## src/hdl/cdq_pkg.sv

```systemverilog
// cdq_pkg: shared constants, request and status codes and the memory
// request struct of the circular deque
// no dependencies
package cdq_pkg;

  localparam int DEPTH  = 128;
  localparam int DATA_W = 32;
  localparam int ADDR_W = (DEPTH > 1) ? $clog2(DEPTH) : 1;
  localparam int CNT_W  = $clog2(DEPTH + 1);

  typedef enum logic [1:0] {
    OP_PUSH_FRONT = 2'd0,
    OP_PUSH_REAR  = 2'd1,
    OP_POP_FRONT  = 2'd2,
    OP_POP_REAR   = 2'd3
  } op_t;

  typedef enum logic [1:0] {
    ST_OK        = 2'd0,
    ST_OVERFLOW  = 2'd1,
    ST_UNDERFLOW = 2'd2
  } status_t;

  // one access to the entry store
  typedef struct packed {
    logic              wr_en;
    logic              rd_en;
    logic [ADDR_W-1:0] addr;
  } mem_req_t;

endpackage

```

## src/hdl/cdq_ctrl.sv

```systemverilog
// cdq_ctrl: front and rear pointers, occupancy count, store access
// and result status of the circular deque
// depends on cdq_pkg
module cdq_ctrl (
  input  logic               clk,
  input  logic               rst,
  input  logic               accept,
  input  logic [1:0]         operation,
  output cdq_pkg::mem_req_t  mem_req,
  output logic               done,
  output logic [1:0]         status,
  output logic               pop_ok
);

  logic [cdq_pkg::ADDR_W-1:0] front_index, front_index_next;
  logic [cdq_pkg::ADDR_W-1:0] rear_index, rear_index_next;
  logic [cdq_pkg::CNT_W-1:0]  occupancy, occupancy_next;
  logic [1:0]                 status_next;
  logic                       pop_ok_next;
  logic [cdq_pkg::ADDR_W-1:0] front_inc, front_dec, rear_inc, rear_dec;
  logic                       is_empty, is_full, is_single;

  localparam logic [cdq_pkg::ADDR_W-1:0] LAST_IDX = cdq_pkg::ADDR_W'(cdq_pkg::DEPTH - 1);

  // wrapping pointer steps
  assign front_inc = (front_index == LAST_IDX) ? '0 : front_index + 1'b1;
  assign front_dec = (front_index == '0) ? LAST_IDX : front_index - 1'b1;
  assign rear_inc  = (rear_index == LAST_IDX) ? '0 : rear_index + 1'b1;
  assign rear_dec  = (rear_index == '0) ? LAST_IDX : rear_index - 1'b1;

  assign is_empty  = (occupancy == '0);
  assign is_single = (occupancy == cdq_pkg::CNT_W'(1));
  assign is_full   = (occupancy == cdq_pkg::CNT_W'(cdq_pkg::DEPTH));

  // request decode: next pointers, count, store access and status
  always_comb begin
    front_index_next = front_index;
    rear_index_next  = rear_index;
    occupancy_next   = occupancy;
    status_next      = cdq_pkg::ST_OK;
    pop_ok_next      = 1'b0;
    mem_req          = '0;
    case (cdq_pkg::op_t'(operation))
      cdq_pkg::OP_PUSH_FRONT, cdq_pkg::OP_PUSH_REAR: begin
        if (is_full) begin
          status_next = cdq_pkg::ST_OVERFLOW;
        end else if (is_empty) begin
          front_index_next = '0;
          rear_index_next  = '0;
          occupancy_next   = cdq_pkg::CNT_W'(1);
          mem_req.wr_en    = accept;
          mem_req.addr     = '0;
        end else if (cdq_pkg::op_t'(operation) == cdq_pkg::OP_PUSH_FRONT) begin
          front_index_next = front_dec;
          occupancy_next   = occupancy + 1'b1;
          mem_req.wr_en    = accept;
          mem_req.addr     = front_dec;
        end else begin
          rear_index_next  = rear_inc;
          occupancy_next   = occupancy + 1'b1;
          mem_req.wr_en    = accept;
          mem_req.addr     = rear_inc;
        end
      end
      cdq_pkg::OP_POP_FRONT, cdq_pkg::OP_POP_REAR: begin
        if (is_empty) begin
          status_next = cdq_pkg::ST_UNDERFLOW;
        end else if (is_single) begin
          front_index_next = '0;
          rear_index_next  = '0;
          occupancy_next   = '0;
          pop_ok_next      = 1'b1;
          mem_req.rd_en    = accept;
          mem_req.addr     = front_index;
        end else if (cdq_pkg::op_t'(operation) == cdq_pkg::OP_POP_FRONT) begin
          front_index_next = front_inc;
          occupancy_next   = occupancy - 1'b1;
          pop_ok_next      = 1'b1;
          mem_req.rd_en    = accept;
          mem_req.addr     = front_index;
        end else begin
          rear_index_next  = rear_dec;
          occupancy_next   = occupancy - 1'b1;
          pop_ok_next      = 1'b1;
          mem_req.rd_en    = accept;
          mem_req.addr     = rear_index;
        end
      end
      default: begin
        status_next = cdq_pkg::ST_OK;
      end
    endcase
  end

  // pointer and count registers, updated on each accepted request
  always_ff @(posedge clk) begin
    if (rst) begin
      front_index <= '0;
      rear_index  <= '0;
      occupancy   <= '0;
    end else if (accept) begin
      front_index <= front_index_next;
      rear_index  <= rear_index_next;
      occupancy   <= occupancy_next;
    end
  end

  // result strobe and status, in the cycle after the request
  always_ff @(posedge clk) begin
    if (rst) begin
      done   <= 1'b0;
      pop_ok <= 1'b0;
    end else begin
      done   <= accept;
      pop_ok <= accept & pop_ok_next;
    end
  end

  always_ff @(posedge clk) begin
    if (accept) begin
      status <= status_next;
    end
  end

endmodule

```

## config.mk

```make
export PLATFORM = sky130hd
export DESIGN_NAME = cdq_ctrl
export DESIGN_NICKNAME = d
export VERILOG_FILES = /design/src/hdl/cdq_pkg.sv /design/src/hdl/cdq_ctrl.sv
export SDC_FILE = /design/constraint.sdc
export NUM_CORES = 1
export LEC_CHECK = 0
export BUFFER_PORTS_ARGS = -buffer_cell sky130_fd_sc_hd__buf_2
export CORE_ASPECT_RATIO = 1.5
export CORE_UTILIZATION = 61
export CTS_CLUSTER_SIZE = 30
export DETAILED_ROUTE_END_ITERATION = 12
export PLACE_DENSITY = 0.84
export SLEW_MARGIN = 20
export SYNTH_ARGS = -nofsm -noshare
export SYNTH_HDL_FRONTEND = slang
export SYNTH_SLANG_ARGS = --single-unit
```

## constraint.sdc

```tcl
create_clock -name clk -period 3.65 [get_ports clk]
set_input_delay 1.095 -clock clk [delete_from_list [all_inputs] [get_ports clk]]
set_output_delay 1.095 -clock clk [all_outputs]
set_load 0.02 [all_outputs]
```

Word level (Yosys, flattened, before mapping)
Cells that the tools add are included.
{"block": "classes", "reduce_logical": 9, "mux": 38, "add_sub_neg": 6, "n_eq_ne": 13, "n_bitwise": 1}
{"op": "two-way mux 7 bit", "count": 21}
{"op": "case mux 7 bit (2 select lines)", "count": 3}
{"op": "two-way mux 8 bit", "count": 5}
{"op": "case mux 8 bit (2 select lines)", "count": 1}
{"op": "adder 7 x 1 -> 7 bit, second input constant", "count": 2}
{"op": "== test 7 bit, second input constant", "count": 2}
{"op": "logical NOT 7 bit", "count": 2}
{"op": "subtractor 7 x 1 -> 7 bit, second input constant", "count": 2}
{"op": "!= test 3 bit, second input constant", "count": 4}
{"op": "AND reduction 5 bit", "count": 2}
{"op": "adder 8 x 1 -> 8 bit, second input constant", "count": 1}
{"op": "== test 8 x 1 -> 1 bit, second input constant", "count": 1}
{"op": "== test 8 bit, second input constant", "count": 1}
{"op": "logical NOT 8 bit", "count": 1}
{"op": "subtractor 8 x 1 -> 8 bit, second input constant", "count": 1}
{"op": "two-way mux 1 bit", "count": 6}
{"op": "== test 2 bit, second input constant", "count": 2}
{"op": "!= test 2 bit, second input constant", "count": 2}
{"op": "case mux 2 bit (2 select lines)", "count": 1}
{"op": "OR reduction 2 bit", "count": 2}
{"op": "AND reduction 3 bit", "count": 1}
{"op": "== test 2 x 1 -> 1 bit, second input constant", "count": 1}
{"op": "logical NOT 2 bit", "count": 1}
{"op": "two-way mux 2 bit", "count": 1}
{"op": "AND 1 bit", "count": 1}
{"block": "word_totals", "ff_bits": 26, "inputBits": 5}

Logic depth before layout (Yosys ltp)
Gate-level depths: netlist of the first run.
{"block": "logic_depth", "ltp_word": 6, "depth_mapped": 9}

Least setup slack after synthesis of the first run
OpenSTA, ideal clock, no wires.
{"block": "synth_path", "path_type": "in2out", "start": "in operation[0]", "end": "out mem_req[5] (netlist bit)", "stages": 6, "path_buffers": 1, "path_slack_ns": 0.152, "arrival_time_ns": 2.403, "required_ns": 2.555, "path_cell_list": "clkbuf_2 inv_1 a32oi_2 mux2i_1 nor2_1 a211o_1"}
{"item": "start: declaration", "line_no": "cdq_ctrl.sv:8", "text": "input logic [1:0] operation,"}
{"item": "end: declaration", "line_no": "cdq_ctrl.sv:9", "text": "output cdq_pkg::mem_req_t mem_req,"}

==> results.md, run 1 <==
* Status: complete, no violations
* Initial core utilization at 0.650
* GR Util All Layers at 0.323
* Clk Latency, worst-skew pair at 0.28 ns
* CP Data Required Time at 2.55 ns
* Syn avg cell area at 7.91 um^2
* Die width at 53.6 um
* Top-area cell type share of the netlist area at 0.197
* Layout net count at 325
* Tmin final at 3.53 ns
* Final hold violations at 0
* Die span in y at 79.4 um
* Max-cap violations at 0
* Row cnt at 27
* Setup crit end: mem_req[5]
* Synth cell types at 68
* Total Power at 1.66 mW
* CTS Buf Count at 3
* Via count at 2,476
* Bufs on Longest Clock Path at 2
* Setup WS post-layout at 0.120 ns
* CP endpoint kind: output pin
* Mapped cell area at about 2400 um^2
* Drt drc at 0
* Place WS at 0.224 ns
* Synth Register Bits at 26
* 1st-iter DRT viols at 146
* Clock-pin slew on the worst setup and hold paths at ~0.090 ns
* Power per standard cell area at approximately 650 nW/um^2
* Final Wtd Congestion at 0.849
* Maximum vdd drop at 482 uV
* Max-slew headroom at 0.506
* Core Util, Final at 0.683
* Multi-input logic area at 1720 um^2
* Crit path from: occupancy[1]
* First-pass GRT wire length at around 10 mm
* Post-synth top flop: dfxtp_1
* Vias in the first global route at 2,244
* Worst R2R End: front_index[2]
* Wire per inst at ~18 um
* I/O Buffers at 17
* Post-synthesis mux area share at 0.0247
* Flop-to-flop setup slack at 1.08 ns
* Critical path arrival at 2.43 ns
* Crit Path Category: flip-flop to output pin
* Share of cells above drive strength 1 at 0.184
* Crit path max fanout at 8
* Post-route ant nets at 0
* CTS root buffer: clkbuf_8
* CTS tree: yes
* Router iterations before antenna repair at 5
* Area Overhead vs Synth at 5.14%
* DIE AREA at 4260 um^2
* Register area share after synthesis at 0.222
* Compound-cell area share of the yosys netlist at 0.326
* Setup Viol. Count Final at 0
* Reg-to-Reg Start: occupancy[1]
* Largest area contributor in the netlist: dfxtp_1
* Simple-Gate Fraction of Synth Area at 0.259
* Total negative slack at 0 ns
* Syn Inst Count at between 300 and 400
* H-tree Lvls at 1
* Post-Route WL at 6.47 mm
* Initial antenna violation count at 0
* Largest family of logic cells by synthesized area: compound AO/OA/AOI/OAI gates
* Area of the core at 3750 um^2
* Worst Tran Pin Value at ~0.74 ns
* Ys async rst share at 0
* Post-CTS Setup Inserts at 0
* XOR/XNOR Fraction of Synth Area at 0.0467
* CP Launch Type: flip-flop
* Synth Warn # at 0
* Filler instances at about 330
* Diode count at 0
* Clk sinks at 26
* Worst R2R Path Depth at 7
* Post-Syn Nets at 322
* Static Leak at 0.932 nW
* Fmax at 283 MHz
* Total gr overflow at 0
* Final critical-path share of the clock period at 0.967
* Reg area at 541 um^2
* Worst min-delay path category: flip-flop to flip-flop
* Top post-synthesis cells by area: dfxtp_1 20%, nor2_1 5.1%, a21oi_1 4.9%, ha_1 4.6%, xnor2_1 3.6%
* DP HPWL at 4.56 mm
* Clock skew at 0.00658 ns
* Hold_ws at a little over 0.6 ns
* Fin. max-slew vios at 0
* Number of synthesized flops with an enable pin at 2
* Post-Synth Adder-Cell Area at 0.0462
* DR vias/cell at 7.01
* Pin count of the biggest net entering global routing at 27
* # IOs at 18
[area by class of cell]
type / count / share of cell area
multi-input cells: 245 / 0.671
flip-flops and latches: 26 / 0.211
repair buffers: 25 / 0.0567
clock buffers: 4 / 0.0259
well taps: 43 / 0.0210
inverters: 10 / 0.0147
[logic make-up (layout without fill, tap and decap cells)]
kind of cell	Yosys count	count (layout)
AOI/OAI and AO/OA	103	103
xor gates and xnor gates	13	13
adders and majority gates	9	9
buffers and inverters	37	39
DFF	26	26
muxes	6	6
and+or+nand+nor	114	114
[layout by cell type, fill, tap and decap left out, types with 3 or more instances in the layout]
master     n
nand2_1   15
nand2b_1   4
a211oi_1   5
a221o_1    3
buf_2     17
ha_1       9
o21ai_1    4
nor2_1    33
xnor2_1   10
nor4_1     5
a211oi_2   5
o21ai_0   11
mux2i_1    6
nand3b_1   4
clkbuf_8   3
a31oi_1    3
a21oi_1   24
xor2_1     3
and3_1     5
o22ai_1    8
inv_1      8
a21oi_2    3
dfxtp_1   24
buf_4      8
or3_1      4
nand3_1   14
nor3_1    16
a311oi_1   6
[through the flow]
stage | instance area [um^2] | instances
2_1_floorplan | 2440 | 308
3_3_place_gp | 2490 | 349
3_5_place_dp | 2490 | 349
4_1_cts | 2550 | 353
5_1_grt | 2560 | 353
6_report | 2560 | 353
[synth_stat cells (3+ instances only)]
master,number
and3_1,5
nand2b_1,4
nand3_1,14
a211oi_2,5
a221o_1,3
nor4_1,5
buf_2,8
a21oi_2,3
clkbuf_1,10
o21ai_0,11
nor2_1,33
o21ai_1,4
a211oi_1,5
xnor2_1,10
o22ai_1,8
or3_1,4
a311oi_1,6
a21oi_1,24
dfxtp_1,24
a31oi_1,3
nand2_1,15
nand3b_1,4
inv_1,8
nor3_1,16
xor2_1,3
mux2i_1,6
ha_1,9
buf_4,5
[worst min-delay path by stage]
stage	startpoint	endpoint	slack, ns	cells after the start
3_3_place_gp	rear_index[6]	rear_index[6]	0.58	2
4_1_cts	rear_index[6]	rear_index[6]	0.61	2
2_1_floorplan	rear_index[0]	rear_index[0]	0.54	2
3_5_place_dp	rear_index[5]	rear_index[5]	0.60	2
5_1_grt	rear_index[5]	rear_index[5]	0.63	2
6_report	rear_index[5]	rear_index[5]	0.62	2
[state kept, by name, indices dropped and copies added (netlist names)]
register	count
rear_index	7
front_index	7
pop_ok	1
status	2
occupancy	8
done	1
[where the power goes]
group          switching (mW)  internal [mW]  leakage (nW)
clock network          0.0959          0.119        0.0339
logic                   0.584          0.394         0.680
registers               0.123          0.342         0.218
[timing repair]
item	in CTS	in global routing
hold buffers	0	0
gates resized for setup	0	1
endpoints found under the setup margin	0	1
[critical path: stages (launching register included)]
cell and delay [ns]:
dfxtp_1 0.37, inv_1 0.15, ha_1 0.28, nor3b_4 0.33, nand2_1 0.18, nand2_1 0.30, nor3_1 0.11, a211o_1 0.28
buf_2 0.16
[per-layer routing]
layer / vias to the layer above / global-route usage / part of all wire / wire [um]
met2: 103 / 0.554 / 0.52 / 3340
li1: 1175 / - / - / -
met1: 1175 / 0.371 / 0.39 / 2540
met3: 23 / 0.0362 / 0.060 / 389
met5: - / 0 / 0 / 0
met4: 0 / 0.182 / 0.030 / 195
Note: power is estimated with default switching activity, not from simulation.
==> run 2: changes to the inputs <==
--- a/config.mk
+++ b/config.mk
@@ -5,12 +5,13 @@
 export SDC_FILE = /design/constraint.sdc
 export NUM_CORES = 1
 export LEC_CHECK = 0
-export BUFFER_PORTS_ARGS = -buffer_cell sky130_fd_sc_hd__buf_2
+export BUFFER_PORTS_ARGS = -buffer_cell sky130_fd_sc_hd__clkbuf_2
 export CORE_ASPECT_RATIO = 1.5
 export CORE_UTILIZATION = 61
 export CTS_CLUSTER_SIZE = 30
 export DETAILED_ROUTE_END_ITERATION = 12
 export PLACE_DENSITY = 0.84
+export RECOVER_POWER = 50
 export SLEW_MARGIN = 20
 export SYNTH_ARGS = -nofsm -noshare
 export SYNTH_HDL_FRONTEND = slang
==> run 2 against run 1 <==
Compared with the run above:
- core utilization fell by 1.1 points
- cell count rose by 0.28%
- critical path type unchanged
- wire length fell by 1.9%
==> results.md, run 2 (same netlist as run 1, synthesis figures left out) <==
* Total Power at 1.59 mW
* Static Leak at between 0.8 and 0.9 nW
* Status: complete, no violations
* Top Registers: occupancy: 8 flops, front_index: 7 flops, rear_index: 7 flops
* Die span in y at 79.4 um
* Final hold violations at 0
* Most common cell after layout, fill and taps aside: nor2_1
* Final cell count without fillers at approximately 350
* Wire per inst at approximately 18 um
* Share of cells above drive strength 1 at 0.154
* Multi-input logic area at 1700 um^2
* Hold_ws at 0.617 ns
* Die width at 53.6 um
* CP Data Required Time at between 2 and 3 ns
* I/O Buffers at 17
* Reg area at 541 um^2
* CP endpoint kind: output pin
* CTS hold repair buffers at 0
* Drt drc at 0
* Router iterations before antenna repair at 4
* DR vias/cell at 6.80
* H-tree Lvls at 1
* Post-route ant nets at 0
* Clk Latency, worst-skew pair at 0.27 ns
* Inst Count DP at 350
* Unrepaired setup endpoints after global routing: false
* Vias in the first global route at about 2.3k
* Post-CTS Setup Inserts at 0
* Tmin final at 3.48 ns
* Most frequent cells in the layout: 33 x nor2_1, 25 x a21oi_1, 24 x dfxtp_1
* GR Util All Layers at 0.323
* CTS tree: yes
* Core Util, Final at 0.672
* Pin count of the biggest net entering global routing at 27
* Maximum vdd drop at 412 uV
* Max-cap violations at 0
* Initial core utilization at 0.650
* Final critical-path share of the clock period at 0.955
* Diode count at 0
* Post_cts resized at 0
* Layout net count at 326
* Crit path max fanout at 9
* 1st-iter DRT viols at roughly 110
* Clock skew at slightly below 0.008 ns
* Area of the core at approximately 3700 um^2
* DP HPWL at roughly 4.4 mm
* Max-slew headroom at 0.105
* Initial antenna violation count at 0
* Via count at 2,408
* First-pass GRT wire length at 10.4 mm
* Final Wtd Congestion at 0.914
* Flop-to-flop setup slack at 0.61 ns
* DIE AREA at 4260 um^2
* Max reg flops at 8
* Total gr overflow at 0
* Critical path arrival at 2.39 ns
* Clk sinks at 26
* Bufs on Longest Clock Path at 2
* Filler instances at 353
* Row cnt at 27
* CTS root buffer: clkbuf_8
* Post-Route WL at 6.34 mm
* Clock-pin slew on the worst setup and hold paths at approximately 0.10 ns
* Power per standard cell area at 631 nW/um^2
* Reg with most FFs: occupancy
* Total negative slack at 0 ns
* Crit Path Category: flip-flop to output pin
* CTS Buf Count at 3
* Area Overhead vs Synth at 3.39%
* Setup Viol. Count Final at 0
* Worst Tran Pin Value at 1.34 ns
* Worst min-delay path category: flip-flop to flip-flop
* Fin. max-slew vios at 0
* CP Launch Type: flip-flop
* # IOs at 18
* Fmax at 287 MHz
[run 2: changes by cell type in the layout (fill, tap and decap cells not counted), sizes merged]
cell    previous run  this run
clkbuf             4        21
buf               25         9
[run 2: cell type report]
type                            count  area share
Tap cell                           43      0.0214
Multi-Input combinational cell    245       0.674
Timing Repair Buffer               26      0.0576
Inverter                           10      0.0149
Sequential cell                    26       0.215
Clock buffer                        4      0.0179
[run 2: path summary, 6_finish.rpt]
check | startpoint | end | depth (start not counted)
max | occupancy[1] | mem_req[5] | 8
min | front_index[6] | front_index[6] | 2
max reg2reg | occupancy[1] | front_index[2] | 7
min reg2reg | front_index[6] | front_index[6] | 2
[run 2: critical path, cell delays in order (launching register included)]
cell      delay, ns
dfxtp_1        0.38
inv_1          0.14
ha_1           0.30
nor3b_4        0.34
nand2_1        0.15
nand2_1        0.33
nor2_1         0.09
a211o_1        0.23
clkbuf_2       0.15
[run 2: where the power goes]
part / internal (mW) / total (mW) / switching [mW]
Clock: 0.0782 / 0.171 / 0.0932
Combinational: 0.380 / 0.955 / 0.575
Sequential: 0.342 / 0.463 / 0.121
[run 2: layer usage]
layer / track usage / up-vias / part of all wire
met3: 0.0438 / 17 / 0.052
met4: 0.182 / 0 / 0.024
li1: - / 1172 / -
met1: 0.389 / 1128 / 0.41
met2: 0.530 / 91 / 0.51
met5: 0 / - / 0
[run 2: per-stage QoR]
step | instance area [um^2] | setup slack (ns)
after floorplan | 2440 | 0.152
after global placement | 2500 | 0.288
after detailed placement | 2500 | 0.248
after CTS | 2540 | 0.0866
after global routing | 2520 | 0.00597
final | 2520 | 0.165
==> run 3: changes to the inputs <==
--- a/config.mk
+++ b/config.mk
@@ -11,8 +11,8 @@
 export CTS_CLUSTER_SIZE = 30
 export DETAILED_ROUTE_END_ITERATION = 12
 export PLACE_DENSITY = 0.84
-export RECOVER_POWER = 50
 export SLEW_MARGIN = 20
 export SYNTH_ARGS = -nofsm -noshare
 export SYNTH_HDL_FRONTEND = slang
 export SYNTH_SLANG_ARGS = --single-unit
+export TNS_END_PERCENT = 5
==> run 3 against run 2 <==
Compared with the run above:
- cell area rose by 1.2%
- first-iteration DRC count rose by 4.5%
- core utilization rose by 0.83 points
- non-clock buffer count did not move
- largest power group unchanged
- clock power barely moved
- largest cell class unchanged
- sequential share of layout area fell by 0.26 points
- count of clock-buffer cells in the layout did not move
- fmax fell by 0.41%
==> results.md, run 3 (same netlist as run 1, synthesis figures left out) <==
* Router iterations before antenna repair at 5
* Setup Viol. Count Final at 0
* Critical path arrival at approximately 2.4 ns
* Crit path cell chain: inv_1, ha_1, and3b_1, o311ai_0, nor3_1, a211o_1, clkbuf_2
* Final Wtd Congestion at 0.914
* Total negative slack at 0 ns
* Worst Tran Pin Value at 0.749 ns
* GR Util All Layers at 0.323
* Max-cap violations at 0
* Global routing's busiest layer: met2
* Clock-pin slew on the worst setup and hold paths at 0.10 ns
* Post-route ant nets at 0
* # IOs at 18
* H-tree Lvls at 1
* Delay-heaviest family, CP: compound AO/OA/AOI/OAI gates
* Reg with most FFs: occupancy
* Hold Crit Start: front_index[6]
* Unrepaired setup endpoints after global routing: false
* Max reg flops at 8
* Flop-to-flop setup slack at 1.03 ns
* Largest stage delay, worst path at 0.48 ns
* Share of cells above drive strength 1 at 0.186
* CP Launch Type: flip-flop
* I/O Buffers at 17
* Pin count of the biggest net entering global routing at 27
* Most frequent cells in the layout: 33 x nor2_1, 24 x a21oi_1, 24 x dfxtp_1
* Diode count at 0
* Final critical-path share of the clock period at 0.959
* Slowest-stage cell, CP: dfxtp_1
* Worst hold stages at 2
* First-pass GRT wire length at 10.4 mm
* CTS Buf Count at 3
* Static Leak at roughly 0.92 nW
* CTS root buffer: clkbuf_8
* CTS tree: yes
* Filler instances at approximately 350
* Reg-to-Reg Start: occupancy[1]
* Power per standard cell area at 630 nW/um^2
* Clk sinks at 26
* Crit path max fanout at 7
* Area of the core at about 3700 um^2
* Post-Route WL at 6.35 mm
* CP Data Required Time at ~2.6 ns
* Status: complete, no violations
* Comb power frac at 0.604
* Clk Latency, worst-skew pair at 0.28 ns
* Met1 usage at 0.389
* Area Overhead vs Synth at 4.67%
* Max-slew headroom at 0.501
* Final hold violations at 0
* Via count at about 2.4k
* Clock skew at 0.0107 ns
* Cell internal pwr at 0.806 mW
* Fin. max-slew vios at 0
* 1st-iter DRT viols at 117
* Seq pwr share at 0.288
* Place WS at 0.248 ns
* Drt drc at 0
* Worst Hold Endpoint: front_index[6]
* DIE AREA at ~4300 um^2
* Layout net count at about 330
* DR vias/cell at 6.77
* Buf/Inv on CP at 2
* Die span in y at 79.4 um
* Maximum vdd drop at 420 uV
* Vias in the first global route at around 2.3k
* Top Registers: occupancy: 8 flops, front_index: 7 flops, rear_index: 7 flops
* Die width at 53.6 um
* Initial core utilization at 0.650
* Wire per inst at between 15 and 20 um
* Fmax at 286 MHz
* Tmin final at 3.50 ns
* Bufs on Longest Clock Path at 2
* Switching part of the total at 0.498
* Initial antenna violation count at 0
* Post-CTS Setup Inserts at 0
* Met3 capacity usage during global routing at 0.0438
* Switch Pwr at 0.800 mW
* Total gr overflow at 0
* DP HPWL at 4.42 mm
* Worst min-delay path category: flip-flop to flip-flop
* Setup WS post-layout at 0.151 ns
* CP endpoint kind: output pin
* Crit Path Category: flip-flop to output pin
* Worst R2R Path Depth at 7
* Most common cell after layout, fill and taps aside: nor2_1
* GR Util met2 at 0.530
* Worst R2R End: front_index[2]
* Row cnt at 27
* Clk network pwr share at 0.108
==> run 3: worst min-delay path, delay by kind of cell (launching register included) <==
| family | cells | cell delay, ns |
|---|---|---|
| AO/OA/AOI/OAI | 2 | 0.18 |
| flip-flops | 1 | 0.40 |
==> run 3: power by group through the flow <==
| stage | registers (mW) | clock network [mW] | logic [mW] |
|---|---|---|---|
| detailed placement | 0.464 | 0 | 0.941 |
| global placement | 0.463 | 0 | 0.919 |
| floorplan | 0.388 | 0 | 0.831 |
| finish | 0.463 | 0.174 | 0.969 |
| global route | 0.472 | 0.184 | 1.06 |
| CTS | 0.457 | 0.177 | 0.948 |
==> run 3: area by class of cell <==
type / instances / area, um^2 / share of cell area
well taps: 43 / 53.8 / 0.0211
flip-flops and latches: 26 / 541 / 0.212
multi-input cells: 245 / 1720 / 0.675
clock buffers: 4 / 45.0 / 0.0177
inverters: 10 / 37.5 / 0.0147
repair buffers: 26 / 153 / 0.0599
==> run 3: worst max-delay path by stage <==
| stage | start | end | slack, ns | cells past startpoint |
|---|---|---|---|---|
| after global placement | operation[1] | mem_req[5] | 0.29 | 6 |
| final | front_index[0] | mem_req[5] | 0.15 | 7 |
| after global routing | front_index[0] | mem_req[5] | 0.006 | 7 |
| after detailed placement | operation[1] | mem_req[2] | 0.25 | 6 |
| after floorplan | operation[0] | mem_req[5] | 0.15 | 6 |
| after CTS | occupancy[1] | mem_req[5] | 0.09 | 8 |
==> run 3: routing by layer <==
metal,part of all wire,wire length [um]
met1,0.41,2600
met2,0.51,3220
met3,0.056,354
met4,0.029,183
met5,0,0
==> run 3: timing repair <==
action / in CTS / in global routing
hold buffers: 0 / 0
resized for setup: 0 / 2
endpoints found under the setup margin: 0 / 1
==> run 3: metrics by stage <==
stage                     instances  utilization  hold WS, ns  cell area, um^2  total power, mW
after floorplan                 308            -        0.536             2440             1.22
after detailed placement        350        0.666        0.586             2500             1.41
after global routing            354        0.680        0.626             2550             1.72
final                           354        0.680        0.611             2550             1.61
after CTS                       354        0.678        0.605             2540             1.58
after global placement          350        0.666        0.586             2500             1.38
